==> src/design/terminal_escape_input_decoder_defines.svh <==
// Assertion macros for the terminal escape input decoder
`ifndef TERMINAL_ESCAPE_INPUT_DECODER_DEFINES_SVH
`define TERMINAL_ESCAPE_INPUT_DECODER_DEFINES_SVH
`ifndef SYNTHESIS
`define TEID_ASSERT(label, clk, rst_n, prop) \
	label: assert property (@(posedge clk) disable iff (!rst_n) prop) \
	else $error("assertion failed");
`define TEID_ASSERT_NORST(label, clk, prop) \
	label: assert property (@(posedge clk) prop) else $error("assertion failed");
`else
`define TEID_ASSERT(label, clk, rst_n, prop)
`define TEID_ASSERT_NORST(label, clk, prop)
`endif
`endif

==> src/design/teid_pkg.sv <==
// Package: shared types and constants of the terminal escape input decoder
`timescale 1ns / 1ps
`default_nettype none
package teid_pkg;
	localparam logic [8:0] K_UP      = 9'd256;
	localparam logic [8:0] K_HOME    = 9'd260;
	localparam logic [8:0] K_END     = 9'd261;
	localparam logic [8:0] K_PGUP    = 9'd262;
	localparam logic [8:0] K_PGDN    = 9'd263;
	localparam logic [8:0] K_F5      = 9'd264;
	localparam logic [8:0] K_ESCAPE  = 9'd265;
	localparam logic [8:0] K_UNKNOWN = 9'd266;

	localparam logic [2:0] EV_KEY     = 3'd0;
	localparam logic [2:0] EV_PRESS   = 3'd1;
	localparam logic [2:0] EV_RELEASE = 3'd2;
	localparam logic [2:0] EV_SCROLL  = 3'd3;
	localparam logic [2:0] EV_DOUBLE  = 3'd4;

	localparam logic [1:0] REG_DCLICK = 2'd0;
	localparam logic [1:0] REG_SCROLL = 2'd1;
	localparam logic [1:0] REG_SLACK  = 2'd2;

	localparam int EVENT_W = 55;

	typedef struct packed {
		logic [15:0] mouse_row;
		logic [15:0] mouse_column;
		logic [7:0]  button_code;
		logic [2:0]  modifier_bits;
		logic [8:0]  key_value;
		logic [2:0]  event_kind;
	} event_t;

	function automatic event_t key_event(input logic [8:0] key, input logic [2:0] mods);
		event_t e;
		e = '0;
		e.event_kind = EV_KEY;
		e.key_value = key;
		e.modifier_bits = mods;
		return e;
	endfunction

	function automatic logic [8:0] arrow_key(input logic [7:0] c);
		logic [8:0] k;
		case (c)
			8'h41: k = K_UP;
			8'h42: k = K_UP + 9'd1;
			8'h43: k = K_UP + 9'd2;
			8'h44: k = K_UP + 9'd3;
			default: k = K_UNKNOWN;
		endcase
		return k;
	endfunction
endpackage
`default_nettype wire

==> src/design/terminal_escape_input_decoder.sv <==
// Top level: terminal escape input decoder, stream in, stream out
// Throughput: one input word per cycle while the skid register is empty (s_tready high);
// the state update for each byte is one pass of logic, and results go to the output register.
// A skid register holds a result when the output stalls so input continues one more word.
// Reset (arst_n low) returns the parser to idle, clears click and scroll history and
// loads the register defaults 400, 150 and 1.
`timescale 1ns / 1ps
`default_nettype none
`include "terminal_escape_input_decoder_defines.svh"
module terminal_escape_input_decoder #(
	parameter int MAX_SEQUENCE_BYTES = 31
) (
	input  wire logic        clk,
	input  wire logic        arst_n,
	input  wire logic        s_tvalid,
	output logic             s_tready,
	input  wire logic [39:0] s_tdata,  // byte_value[7:0], now_ms[39:8]
	input  wire logic        s_tuser,  // action
	output logic             m_tvalid,
	input  wire logic        m_tready,
	output logic [55:0]      m_tdata,  // event_kind, key_value, modifier_bits, button_code,
	                                    // mouse_column, mouse_row, zero fill
	input  wire logic        cfg_we,
	input  wire logic [1:0]  cfg_index,
	input  wire logic [15:0] cfg_data
);
	localparam int LW = $clog2(MAX_SEQUENCE_BYTES + 1);
	typedef enum logic [2:0] {PH_IDLE, PH_ESC, PH_SEQ, PH_U1, PH_U2} phase_t;

	phase_t phase_q;
	logic [LW-1:0] len_q;
	logic [7:0] kc_q [3];
	logic [1:0] kcnt_q;
	logic [15:0] mf_q [3];
	logic [1:0] mfi_q;
	logic [1:0] mfl_q [3];
	logic [7:0] u1_q;
	logic [31:0] sc_time_q; logic [7:0] sc_btn_q; logic sc_valid_q;
	logic [31:0] ck_time_q; logic [15:0] ck_col_q, ck_row_q; logic [7:0] ck_btn_q;
	logic ck_valid_q;
	logic [15:0] dclick_q, sdeb_q; logic [7:0] slack_q;

	// output register plus skid
	teid_pkg::event_t out_q, skid_q;
	logic out_v_q, skid_v_q;

	logic acc, gap;
	logic [7:0] b;
	logic [31:0] now;
	assign s_tready = !skid_v_q;
	assign acc = s_tvalid && s_tready;
	assign gap = s_tuser;
	assign b = gap ? 8'd0 : s_tdata[7:0];
	assign now = s_tdata[39:8];

	// sequence collection next values
	logic [LW-1:0] len_n;
	logic [7:0] kc_n [3];
	logic [1:0] kcnt_n, mfi_n;
	logic [15:0] mf_n [3];
	logic [1:0] mfl_n [3];
	logic [19:0] prod;
	logic [1:0] fl;
	always_comb begin
		len_n = len_q + LW'(1);
		kc_n = kc_q; kcnt_n = kcnt_q; mf_n = mf_q; mfl_n = mfl_q; mfi_n = mfi_q;
		prod = '0; fl = '0;
		if (b != 8'h3B && kcnt_q != 2'd3) begin
			kc_n[kcnt_q] = b;
			kcnt_n = kcnt_q + 2'd1;
		end
		if (b == 8'h3B) begin
			if (mfi_q != 2'd3 && mfl_q[mfi_q][0]) mfi_n = mfi_q + 2'd1;
		end else if (mfi_q != 2'd3) begin
			fl = mfl_q[mfi_q];
			if (!fl[0] && mfi_q == 2'd0 && b == 8'h3C) begin
				mfl_n[0] = 2'b01;
			end else begin
				fl[0] = 1'b1;
				if (!fl[1]) begin
					if (b >= 8'h30 && b <= 8'h39) begin
						prod = {mf_q[mfi_q], 3'b0} + {3'b0, mf_q[mfi_q], 1'b0}
							+ 20'(b - 8'h30);
						mf_n[mfi_q] = (prod > 20'd65535) ? 16'hFFFF : prod[15:0];
					end else begin
						fl[1] = 1'b1;
					end
				end
				mfl_n[mfi_q] = fl;
			end
		end
	end

	teid_pkg::event_t key_gap_ev, key_take_ev;
	teid_key_decode u_kd_gap (.count(kcnt_q), .c0(kc_q[0]), .c1(kc_q[1]), .c2(kc_q[2]),
		.ev(key_gap_ev));
	teid_key_decode u_kd_take (.count(kcnt_n), .c0(kc_n[0]), .c1(kc_n[1]), .c2(kc_n[2]),
		.ev(key_take_ev));

	// mouse decode on updated fields
	logic [1:0] mcount;
	logic [7:0] btn;
	logic [15:0] dx;
	logic [31:0] dt_s, dt_c;
	logic term_letter, is_mouse, upper_m, sc_rep, dbl;
	always_comb begin
		mcount = mfi_n;
		if (mfi_n != 2'd3 && mfl_n[mfi_n][0]) mcount = mfi_n + 2'd1;
		btn = (mf_n[0] > 16'd255) ? 8'hFF : mf_n[0][7:0];
		dx = (mf_n[1] > ck_col_q) ? mf_n[1] - ck_col_q : ck_col_q - mf_n[1];
		dt_s = now - sc_time_q;
		dt_c = now - ck_time_q;
		term_letter = (b >= 8'h41 && b <= 8'h5A) || (b >= 8'h61 && b <= 8'h7A) || b == 8'h7E;
		upper_m = b == 8'h4D;
		is_mouse = upper_m || b == 8'h6D;
		sc_rep = sc_valid_q && dt_s < {16'd0, sdeb_q} && sc_btn_q == btn;
		dbl = ck_valid_q && dt_c < {16'd0, dclick_q} && dx <= {8'd0, slack_q}
			&& mf_n[2] == ck_row_q && btn == ck_btn_q;
	end

	teid_pkg::event_t res;
	logic res_v;
	phase_t phase_n;
	logic clr, take, sc_upd, ck_upd, ck_clr;
	always_comb begin
		res = teid_pkg::key_event(teid_pkg::K_UNKNOWN, 3'd0);
		res_v = 1'b0; phase_n = phase_q; clr = 1'b0; take = 1'b0;
		sc_upd = 1'b0; ck_upd = 1'b0; ck_clr = 1'b0;
		case (phase_q)
			PH_ESC: begin
				phase_n = PH_IDLE;
				if (b == 8'd0) begin
					res_v = 1'b1; res = teid_pkg::key_event(teid_pkg::K_ESCAPE, 3'd0);
				end else if (b == 8'h5B || b == 8'h4F) begin
					clr = 1'b1; phase_n = PH_SEQ;
				end else begin
					res_v = 1'b1;
				end
			end
			PH_SEQ: begin
				if (b == 8'd0) begin
					phase_n = PH_IDLE; res_v = 1'b1; res = key_gap_ev;
				end else begin
					take = 1'b1;
					if (term_letter || {1'b0, len_n} >= (LW+1)'(MAX_SEQUENCE_BYTES)) begin
						phase_n = PH_IDLE; res_v = 1'b1; res = key_take_ev;
						if (term_letter && is_mouse && mcount == 2'd3) begin
							res.button_code = btn;
							res.mouse_column = mf_n[1];
							res.mouse_row = mf_n[2];
							res.event_kind = teid_pkg::EV_RELEASE;
							res.key_value = teid_pkg::K_UNKNOWN;
							res.modifier_bits = 3'd0;
							if (btn >= 8'd64) begin
								if (upper_m && !sc_rep) begin
									res.event_kind = teid_pkg::EV_SCROLL; sc_upd = 1'b1;
								end
							end else if (upper_m) begin
								if (dbl) begin
									res.event_kind = teid_pkg::EV_DOUBLE; ck_clr = 1'b1;
								end else begin
									res.event_kind = teid_pkg::EV_PRESS; ck_upd = 1'b1;
								end
							end
						end else if (term_letter && is_mouse) begin
							res = teid_pkg::key_event(teid_pkg::K_UNKNOWN, 3'd0);
						end
					end
				end
			end
			PH_U1: phase_n = PH_U2;
			PH_U2: begin
				phase_n = PH_IDLE; res_v = 1'b1;
				if (u1_q == 8'hBD && b == 8'h9E) res = teid_pkg::key_event(9'h07E, 3'd0);
			end
			default: begin
				phase_n = PH_IDLE;
				if (!gap) begin
					if (b == 8'h1B) phase_n = PH_ESC;
					else if (b == 8'hEF) phase_n = PH_U1;
					else begin
						res_v = 1'b1; res = teid_pkg::key_event({1'b0, b}, 3'd0);
					end
				end
			end
		endcase
	end

	always_ff @(posedge clk or negedge arst_n) begin
		if (!arst_n) begin
			phase_q <= PH_IDLE; len_q <= '0; kcnt_q <= '0; mfi_q <= '0; u1_q <= '0;
			for (int i = 0; i < 3; i++) begin
				kc_q[i] <= '0; mf_q[i] <= '0; mfl_q[i] <= '0;
			end
			sc_time_q <= '0; sc_btn_q <= '0; sc_valid_q <= 1'b0;
			ck_time_q <= '0; ck_col_q <= '0; ck_row_q <= '0; ck_btn_q <= '0;
			ck_valid_q <= 1'b0;
			dclick_q <= 16'd400; sdeb_q <= 16'd150; slack_q <= 8'd1;
			out_v_q <= 1'b0; skid_v_q <= 1'b0;
			out_q <= '0; skid_q <= '0;
		end else begin
			if (cfg_we) begin
				case (cfg_index)
					teid_pkg::REG_DCLICK: dclick_q <= cfg_data;
					teid_pkg::REG_SCROLL: sdeb_q <= cfg_data;
					teid_pkg::REG_SLACK: slack_q <= cfg_data[7:0];
					default: ;
				endcase
			end
			if (acc) begin
				phase_q <= phase_n;
				if (phase_q == PH_U1) u1_q <= b;
				if (clr) begin
					len_q <= '0; kcnt_q <= '0; mfi_q <= '0;
					for (int i = 0; i < 3; i++) begin
						kc_q[i] <= '0; mf_q[i] <= '0; mfl_q[i] <= '0;
					end
				end else if (take) begin
					len_q <= len_n; kcnt_q <= kcnt_n; mfi_q <= mfi_n;
					kc_q <= kc_n; mf_q <= mf_n; mfl_q <= mfl_n;
				end
				if (sc_upd) begin
					sc_time_q <= now; sc_btn_q <= btn; sc_valid_q <= 1'b1;
				end
				if (ck_upd) begin
					ck_time_q <= now; ck_col_q <= mf_n[1]; ck_row_q <= mf_n[2];
					ck_btn_q <= btn; ck_valid_q <= 1'b1;
				end
				if (ck_clr) ck_valid_q <= 1'b0;
			end
			// output register and skid
			if (!out_v_q || m_tready) begin
				if (skid_v_q) begin
					out_v_q <= 1'b1; out_q <= skid_q; skid_v_q <= 1'b0;
				end else begin
					out_v_q <= acc && res_v; out_q <= res;
				end
			end else if (acc && res_v) begin
				skid_v_q <= 1'b1; skid_q <= res;
			end
		end
	end

	assign m_tvalid = out_v_q;
	assign m_tdata = {1'b0, out_q};

	`TEID_ASSERT(a_skid_only_stalled, clk, arst_n, skid_v_q |-> out_v_q)
	`TEID_ASSERT(a_stall_holds, clk, arst_n, (m_tvalid && !m_tready) |=> (m_tvalid && $stable(m_tdata)))
	`TEID_ASSERT(a_seq_bounded, clk, arst_n, {1'b0, len_q} <= (LW+1)'(MAX_SEQUENCE_BYTES))
	`TEID_ASSERT(a_dbl_clears, clk, arst_n, (acc && ck_clr) |=> !ck_valid_q)
endmodule
`default_nettype wire

==> src/design/teid_key_decode.sv <==
// Key sequence decode from the first three collected bytes
`timescale 1ns / 1ps
`default_nettype none
module teid_key_decode (
	input  wire logic [1:0] count,
	input  wire logic [7:0] c0,
	input  wire logic [7:0] c1,
	input  wire logic [7:0] c2,
	output teid_pkg::event_t ev
);
	logic [8:0] key;
	logic [2:0] mods;
	always_comb begin
		key = teid_pkg::K_UNKNOWN;
		mods = 3'd0;
		if (count == 2'd1) begin
			if (c0 == 8'h48) key = teid_pkg::K_HOME;
			else if (c0 == 8'h46) key = teid_pkg::K_END;
			else key = teid_pkg::arrow_key(c0);
		end else if (count == 2'd2 && c0 == 8'h35 && c1 == 8'h7E) begin
			key = teid_pkg::K_PGUP;
		end else if (count == 2'd2 && c0 == 8'h36 && c1 == 8'h7E) begin
			key = teid_pkg::K_PGDN;
		end else if (count == 2'd3 && c0 == 8'h31 && c1 == 8'h35 && c2 == 8'h7E) begin
			key = teid_pkg::K_F5;
		end else if (count == 2'd3 && c2 >= 8'h41 && c2 <= 8'h44) begin
			key = teid_pkg::arrow_key(c2);
			if (c1 >= 8'h32 && c1 <= 8'h38) mods = 3'(c1 - 8'h31);
		end
		ev = teid_pkg::key_event(key, mods);
	end
endmodule
`default_nettype wire
==> config.mk <==
export PLATFORM = sky130hd
export DESIGN_NAME = terminal_escape_input_decoder
export DESIGN_NICKNAME = d
export VERILOG_FILES = /design/src/design/teid_pkg.sv /design/src/design/terminal_escape_input_decoder.sv /design/src/design/teid_key_decode.sv
export VERILOG_INCLUDE_DIRS = /design/src /design/src/design
export SDC_FILE = /design/constraint.sdc
export NUM_CORES = 1
export LEC_CHECK = 0
export BUFFER_PORTS_ARGS = -buffer_cell sky130_fd_sc_hd__buf_4
export CAP_MARGIN = 10
export CORE_MARGIN = 2
export CORE_UTILIZATION = 37
export CTS_CLUSTER_DIAMETER = 200
export DETAILED_ROUTE_END_ITERATION = 7
export MAX_ROUTING_LAYER = met4
export PLACE_DENSITY_LB_ADDON = 0.05
export SYNTH_ARGS = -nofsm -noshare
export SYNTH_HDL_FRONTEND = slang
export SYNTH_SLANG_ARGS = --single-unit
==> constraint.sdc <==
create_clock -name clk -period 12.05 [get_ports clk]
set_input_delay 1.205 -clock clk [delete_from_list [all_inputs] [get_ports clk]]
set_output_delay 1.205 -clock clk [all_outputs]
set_load 0.05 [all_outputs]
==> summary.log, run 1 <==
INFO  synth          synth-edff-count=0
INFO  floorplan      dieWidth=267µm
INFO  synth          postSynth.asyncResetShare=100%
INFO  sta            tns=0ns
INFO  sta            final_period_minus_worst_setup_slack=11.29ns
INFO  sta            max-slew-margin-rel=21.1%
INFO  pwr            pwr-share-comb=12.3%
INFO  pwr            max-vdd-ir-drop=0.0000926V
INFO  detailed_routing routed_wl=89000µm
INFO  sta            maxSlewViolCount=0
INFO  floorplan      die-height=267µm
INFO  floorplan      design.core.area=68600µm²
INFO  sta            setup_repair_after_global_routing_missed_its_margin=false
INFO  setup_path     worst-r2r-cell-count=37
INFO  setup_path     cp_data_required_time=12.52ns
INFO  detailed_routing via_count=22900
INFO  detailed_routing detail_route.vias_per_cell=5.67
INFO  setup_path     crit_type=reg2reg
INFO  global_routing grt_antenna_before_repair=0
INFO  global_routing grt_overflow=0
INFO  sta            fin_worst_hold_slack=0.471ns
INFO  cts            clock-root-buffer=clkbuf_16
INFO  synth          post_synth_num_cell_types=96
INFO  sta            period_share=93.7%
INFO  finish         syn2layout_area_growth=13.4%
INFO  setup_path     r2r-start=mfi_q[1]$_DFFE_PN0P_
INFO  detailed_routing drt_first_pass_iters=6
INFO  setup_path     worst_ep_arrival_time=11.76ns
INFO  detailed_routing met3_wl_post_dr=3850µm
INFO  setup_path     crit-reg2reg-capture=skid_q[0]$_DFFE_PN0P_
INFO  detailed_routing routed_met1_length=40800µm
INFO  floorplan      placement_rows=96
INFO  setup_path     worst_setup_ep_type=flip-flop
INFO  finish         design.final.nets=3332
INFO  cts            cts_inserted_buffers=47
INFO  synth          postSynthNetCount=3293
INFO  detailed_routing wire_per_inst=22.0µm
INFO  synth          seq_area_frac_synth=35.5%
INFO  setup_path     cpPeakStageDelay=0.67ns
INFO  place          pre_cts_slack=0.249ns
INFO  detailed_routing highest_layer=met4
INFO  synth          yosys_register_bits=364
INFO  floorplan      initial_utilization=37.4%
INFO  global_routing grt_max_degree=128
INFO  pwr            powerDensity=111nW/µm²
INFO  synth          syn_area_per_cell=8.45µm²
INFO  global_routing grt_first_pass_wirelength=137000µm
INFO  place          gp_congestion=0.963
INFO  detailed_routing initialDrtViolationCount=1631
INFO  hold_path      critical_hold_path_startpoint=u1_q[1]$_DFFE_PN0P_
INFO  finish         drive_above_1_share=10.7%
INFO  cts            cts.sink_count=364
INFO  cts            cts_max_path_buffers=3
INFO  floorplan      pin_count=122
INFO  pwr            sequentialPowerShare=39.9%
INFO  floorplan      die_area=71500µm²
INFO  setup_path     r2r_slack=0.76ns
INFO  detailed_routing route.met2.wl=41700µm
INFO  setup_path     critical-path-slowest-cell=o21ai_0
INFO  hold_path      hold_class=reg2reg
INFO  place          portBuffers=120
INFO  finish         filler_cell_count=6941
INFO  sta            worst_slew_pin_slew=1.17ns
INFO  detailed_routing drc=0
INFO  status         run_status=completed
INFO  synth          summed_instance_area_of_the_synthesized_netlist=25700µm²
INFO  setup_path     timing.critical_path.from_type=flip-flop
INFO  sta            hold_violations=0
INFO  sta            final-setup-viol-count=0
INFO  global_routing groute.usage.overall=25.6%
INFO  sta            finClkSkew=0.0257ns
INFO  place          place.detailed.hpwl=67200µm
INFO  synth          ys.flop_type=dfrtp_1
INFO  synth          post_synth_inst_count=3036
INFO  synth          ys_warn_count=0
INFO  pwr            p_sw=863µW
INFO  finish         post-route-cell-area=29100µm²
INFO  detailed_routing final_antenna_net_count=0
INFO  job            max_cap_violations=0
INFO  sta            max_freq=0.0886GHz
INFO  cts            clock_latency=0.60ns
INFO  finish         postLayoutCoreUtil=42.4%
INFO  cts            worst_setup_hold_path_clk_slew=0.06ns
INFO  pwr            pwr-share-clk=47.8%
INFO  pwr            static_power_due_to_leakage=0.0130µW
INFO  global_routing grt_pass1_vias=22400
INFO  place          instance_area_at_placement=27400µm²
INFO  hold_path      hold_end=u1_q[1]$_DFFE_PN0P_
INFO  pwr            internal-power=2370µW
INFO  pwr            power.share.switching=26.7%
INFO  sta            setup_ws=0.760ns
INFO  cts            cts_htree_levels=2
INFO  hold_path      timing.hold.worst_path_depth=2
INFO  setup_path     critPathMaxFanout=39
INFO  cts            cts_tree=built
INFO  finish         n_antenna_cell=0
cells by family (layout without fill, tap and decap cells):
| group | count (synthesis) | after routing | synth area share [%] |
|---|---|---|---|
| xor gates and xnor gates | 95 | 95 | 3.24 |
| adders and majority gates | 194 | 194 | 10.0 |
| and+or+nand+nor | 951 | 951 | 17.9 |
| buffers and inverters | 368 | 445 | 5.65 |
| DFF | 364 | 364 | 35.5 |
| AOI/OAI and AO/OA | 931 | 931 | 22.0 |
| other | 1 | 1 | 0.0146 |
| muxes | 132 | 132 | 5.56 |
per-layer routing:
metal,GRT usage (%),vias up
li1,-,11000
met1,33.9,11200
met2,41.3,595
met3,2.65,128
met4,7.44,0
met5,-,-
cell usage in the layout, fill, tap and decap left out, types with 17 or more instances in the layout:
| master | count |
|---|---|
| nor4_1 | 23 |
| xor2_1 | 36 |
| a21oi_1 | 216 |
| nor3_1 | 80 |
| mux2_2 | 49 |
| fa_1 | 19 |
| o211ai_1 | 25 |
| o31ai_1 | 51 |
| nor2b_1 | 17 |
| mux2_1 | 34 |
| and2_1 | 26 |
| and3_1 | 21 |
| ha_1 | 174 |
| mux2i_1 | 49 |
| clkbuf_16 | 48 |
| nand4_1 | 36 |
| a31oi_1 | 22 |
| nand2b_1 | 34 |
| o21a_1 | 20 |
| dfrtp_1 | 354 |
| a21o_1 | 45 |
| nand3_1 | 137 |
| nand2_1 | 334 |
| xnor2_1 | 59 |
| nor2_1 | 159 |
| a211oi_1 | 23 |
| buf_4 | 156 |
| inv_1 | 197 |
| o21ai_0 | 384 |
how the worst max path moves through the flow:
| stage | start | to | cells past startpoint |
|---|---|---|---|
| 2_1_floorplan | s_tuser | ck_btn_q[2]$_DFFE_PN0P_ | 41 |
| 3_3_place_gp | s_tdata[7] | skid_q[0]$_DFFE_PN0P_ | 38 |
| 3_5_place_dp | s_tdata[7] | skid_q[0]$_DFFE_PN0P_ | 38 |
| 4_1_cts | mfi_q[0]$_DFFE_PN0P_ | skid_q[0]$_DFFE_PN0P_ | 39 |
| 5_1_grt | mfi_q[1]$_DFFE_PN0P_ | skid_q[0]$_DFFE_PN0P_ | 37 |
| 6_report | mfi_q[1]$_DFFE_PN0P_ | skid_q[0]$_DFFE_PN0P_ | 37 |
registers in the layout (all words and copies together), names as in the netlist, 8 cells and up:
register,cells
ck_btn_q,8
ck_col_q,16
ck_row_q,16
ck_time_q,32
dclick_q,16
kc_q,24
m_tdata,55
mf_q,48
sc_btn_q,8
sc_time_q,32
sdeb_q,16
skid_q,55
slack_q,8
u1_q,8
power groups by stage:
stage	registers (µW)	logic, µW	clock network [µW]
global placement	1310	397	0
floorplan	1320	228	0
finish	1290	398	1550
CTS	1290	403	1590
detailed placement	1310	402	0
global route	1290	443	1640
cell usage after synthesis, types with 12 or more instances:
library cell | count | area [µm²]
a211oi_1 | 23 | 173
o2111ai_1 | 12 | 105
a21o_1 | 45 | 338
nor4_1 | 23 | 144
ha_1 | 174 | 2180
clkbuf_1 | 140 | 526
inv_1 | 197 | 739
xnor2_1 | 59 | 517
nand2b_1 | 34 | 213
a31oi_1 | 22 | 138
and3_1 | 21 | 131
o211ai_1 | 25 | 188
a21oi_1 | 217 | 1090
nor3_1 | 80 | 400
xor2_1 | 36 | 315
mux2i_1 | 49 | 490
o21a_1 | 20 | 150
fa_1 | 19 | 380
nand3_1 | 137 | 686
and2_1 | 26 | 163
mux2_1 | 34 | 383
buf_1 | 13 | 48.8
dfrtp_1 | 356 | 8910
nand2_1 | 337 | 1260
nor2_1 | 160 | 601
o31ai_1 | 51 | 383
nor2b_1 | 19 | 119
mux2_2 | 49 | 552
nand4_1 | 36 | 225
o21ai_0 | 384 | 1920
final cells by class:
| cell class | instances | area [µm²] | share of cell area, % |
|---|---|---|---|
| Tap cell | 931 | 1160 | 4.00 |
| Inverter | 198 | 743 | 2.56 |
| Timing Repair Buffer | 160 | 1250 | 4.28 |
| Clock inverter | 20 | 343 | 1.18 |
| Clock buffer | 67 | 1330 | 4.58 |
| Sequential cell | 364 | 9120 | 31.4 |
| Multi-Input combinational cell | 2304 | 15100 | 52.0 |
critical path, delay by kind of cell (launching register included):
family | cells | cell delay [ns]
mux | 3 | 0.55
xor+xnor | 2 | 0.83
buf+inv | 3 | 1.05
fa+ha+maj | 4 | 1.59
flops | 1 | 0.62
simple gates | 14 | 3.46
compound gates | 11 | 3.03
timing repair:
item	4_1_cts	5_1_grt
endpoints found under the setup margin	0	74
resized for setup	0	1
hold buffers	0	0
setup buffers	0	0
through the flow:
step | instances | power (µW)
floorplan | 3036 | 1550
finish | 4044 | 3230
detailed placement | 3957 | 1710
global placement | 3957 | 1710
CTS | 4044 | 3280
global route | 4044 | 3370
(Power assumes the default switching activity.)
==> run 2, diff against run 1 <==
clock period = 10.18 ns   (was 12.05 ns; I/O delays follow)
==> summary.log, run 2 (synthesis results as in run 1) <==
INFO  status         run_status=completed
INFO  global_routing grt_overflow=0 [unchanged]
INFO  sta            worst_slew_pin_slew=0.995ns [-0.180 ns]
INFO  detailed_routing routed_wl=91700µm [+3.1%]
INFO  sta            max_freq=0.103GHz [+16%]
INFO  floorplan      pin_count=122 [unchanged]
INFO  finish         mostFrequentLayoutCell=o21ai_0
INFO  finish         most_frequent_cells_in_the_layout=o21ai_0 (374), dfrtp_1 (354), nand2_1 (334), buf_4 (239), a21oi_1 (214)
INFO  setup_path     critical-path-slowest-cell=or4_1
INFO  sta            final-setup-viol-count=0 [unchanged]
INFO  cts            worst_setup_hold_path_clk_slew=0.06ns [about the same]
INFO  setup_path     crit_type=reg2reg
INFO  global_routing grt_max_degree=100 [-22%]
INFO  floorplan      die-height=267µm [unchanged]
INFO  cts            clock_latency=0.60ns [about the same]
INFO  sta            finClkSkew=0.0218ns [-0.00390 ns]
INFO  setup_path     r2r-start=mfi_q[1]$_DFFE_PN0P_
INFO  finish         drive_above_1_share=13.6% [+2.9 points]
INFO  sta            hold_violations=0 [unchanged]
INFO  pwr            internal-power=2770µW [+17%]
INFO  sta            fin_worst_hold_slack=0.453ns [-0.0182 ns]
INFO  pwr            sequentialPowerShare=40.1% [+0.2 points]
INFO  place          place.detailed.hpwl=69800µm [+3.8%]
INFO  finish         postLayoutCoreUtil=43.5% [+1.0 points]
INFO  cts            cts.sink_count=364 [unchanged]
INFO  detailed_routing via_count=23300 [+1.5%]
INFO  pwr            power.share.switching=27.3% [+0.58 points]
INFO  sta            period_share=95.5% [+1.8 points]
INFO  pwr            powerDensity=128nW/µm² [+15%]
INFO  sta            max-slew-margin-rel=32.0% [+11 points]
INFO  floorplan      die_area=71500µm² [unchanged]
INFO  global_routing grt_antenna_before_repair=0 [unchanged]
INFO  pwr            p_sw=1040µW [+20%]
INFO  detailed_routing wire_per_inst=22.2µm [+0.97%]
INFO  job            max_cap_violations=0 [unchanged]
INFO  setup_path     timing.critical_path.from_type=flip-flop
INFO  setup_path     worst-r2r-cell-count=39 [+5.4%]
INFO  floorplan      design.core.area=68600µm² [unchanged]
INFO  setup_path     crit_path_end=ck_time_q[24]$_DFFE_PN0P_
INFO  pwr            static_power_due_to_leakage=0.0134µW [+3.4%]
INFO  setup_path     worst_ep_arrival_time=10.20ns [-1.56 ns]
INFO  detailed_routing drt_first_pass_iters=6 [unchanged]
INFO  global_routing groute.usage.overall=26.3% [+0.72 points]
INFO  cts            cts_tree=built
INFO  finish         finish.cell_count_without_fillers=4129 [+2.1%]
INFO  floorplan      placement_rows=96 [unchanged]
INFO  cts            cts_htree_levels=2 [unchanged]
INFO  setup_path     worst_setup_ep_type=flip-flop
INFO  pwr            max-vdd-ir-drop=0.000120V [+29%]
INFO  setup_path     critPathMaxFanout=22 [-44%]
INFO  place          portBuffers=120 [unchanged]
INFO  setup_path     r2r_slack=0.46ns [-0.30 ns]
INFO  finish         design.final.nets=3418 [+2.6%]
INFO  detailed_routing initialDrtViolationCount=1925 [+18%]
INFO  finish         filler_cell_count=6852 [-1.3%]
INFO  sta            maxSlewViolCount=0 [unchanged]
INFO  setup_path     cpPeakStageDelay=0.55ns [-0.12 ns]
INFO  pwr            pwr-share-clk=47.1% [-0.7 points]
INFO  setup_path     crit-reg2reg-capture=ck_time_q[24]$_DFFE_PN0P_
INFO  hold_path      hold_class=in2async
INFO  floorplan      dieWidth=267µm [unchanged]
INFO  global_routing grt_pass1_vias=22900 [+2.2%]
INFO  global_routing grt_first_pass_wirelength=140000µm [+2.3%]
INFO  detailed_routing final_antenna_net_count=0 [unchanged]
INFO  cts            holdBufCountCts=0 [unchanged]
INFO  setup_path     worst_path_most_repeated_cell=nand4_1
INFO  cts            cts_inserted_buffers=46 [-2.1%]
INFO  floorplan      initial_utilization=37.4% [unchanged]
INFO  finish         syn2layout_area_growth=16.2%
INFO  place          placed_cells_incl_taps=4040 [+2.1%]
INFO  cts            clock-root-buffer=clkbuf_16
INFO  sta            final_period_minus_worst_setup_slack=9.72ns [-1.57 ns]
INFO  setup_path     cp_data_required_time=10.66ns [-1.86 ns]
INFO  pwr            pwr-share-comb=12.8% [+0.5 points]
INFO  place          gp_congestion=0.955 [-0.92%]
INFO  detailed_routing drc=0 [unchanged]
INFO  setup_path     critical_path.startpoint=mfi_q[1]$_DFFE_PN0P_
INFO  detailed_routing detail_route.vias_per_cell=5.64 [-0.56%]
INFO  cts            cts_max_path_buffers=3 [unchanged]
## run 2: cell count changes in the layout (fill, tap and decap cells not counted), moves of 3 or more
cell | before | now
clkbuf_1 | 13 | 6
clkbuf_8 | 6 | 9
buf_12 | 3 | 6
o21ai_1 | 2 | 10
buf_4 | 156 | 239
o21ai_0 | 384 | 374
## run 2: what timing repair did
action | CTS | global route
resized for setup | 0 | 25
endpoints found under the setup margin | 0 | 77
buffers inserted | 0 | 4
## run 2: critical path, delay by kind of cell, from the launching register on
kind	cells	cell delay, ns
adders and majority gates	4	1.36
AOI/OAI and AO/OA	11	2.34
and+or+nand+nor	14	3.18
xor gates and xnor gates	2	0.45
buffers and inverters	5	0.96
DFF	1	0.41
muxes	3	0.85
## run 2: worst min path at each step
stage	from	end	slack [ns]	cells past startpoint
floorplan	sc_valid_q$_DFFE_PN0P_	sc_valid_q$_DFFE_PN0P_	0.43	1
global placement	u1_q[6]$_DFFE_PN0P_	u1_q[6]$_DFFE_PN0P_	0.46	2
detailed placement	sc_valid_q$_DFFE_PN0P_	sc_valid_q$_DFFE_PN0P_	0.45	1
CTS	sc_valid_q$_DFFE_PN0P_	sc_valid_q$_DFFE_PN0P_	0.48	1
global route	skid_q[43]$_DFFE_PN0P_	skid_q[43]$_DFFE_PN0P_	0.49	2
finish	arst_n	skid_q[36]$_DFFE_PN0P_	0.45	1
## run 2: metrics by stage
stage          power [µW]  cell area (µm²)  setup slack [ns]  setup TNS, ns
2_1_floorplan        1840            25700            0.0213              0
4_1_cts              3860            29700            0.0856              0
6_report             3810            29800             0.459              0
3_5_place_dp         2040            28100            -0.103          -4.07
5_1_grt              3970            29800          -0.00467       -0.00467
3_3_place_gp         2030            28100            0.0241              0
## run 2: area by class of cell
type	count	area (µm²)	share of cell area [%]
inverters	198	743	2.49
repair buffers	247	1940	6.51
well taps	931	1160	3.91
multi-input cells	2304	15200	51.0
diodes	1	2.50	0.00840
clock buffers	62	1320	4.44
clock inverters	22	314	1.05
flip-flops and latches	364	9120	30.6
## run 2: routing by layer
metal | vias up | share of wire (%) | GRT usage, %
met2 | 547 | 49 | 43.9
met3 | 107 | 3.7 | 2.68
met1 | 11400 | 45 | 34.3
met5 | - | 0 | -
li1 | 11200 | - | -
met4 | 0 | 2.2 | 6.29
## run 2: power by group through the flow
stage | Combinational (µW) | Sequential (µW) | Clock [µW]
4_1_cts | 491 | 1530 | 1840
2_1_floorplan | 271 | 1560 | 0
3_5_place_dp | 489 | 1550 | 0
3_3_place_gp | 484 | 1550 | 0
5_1_grt | 543 | 1530 | 1890
6_report | 488 | 1530 | 1790
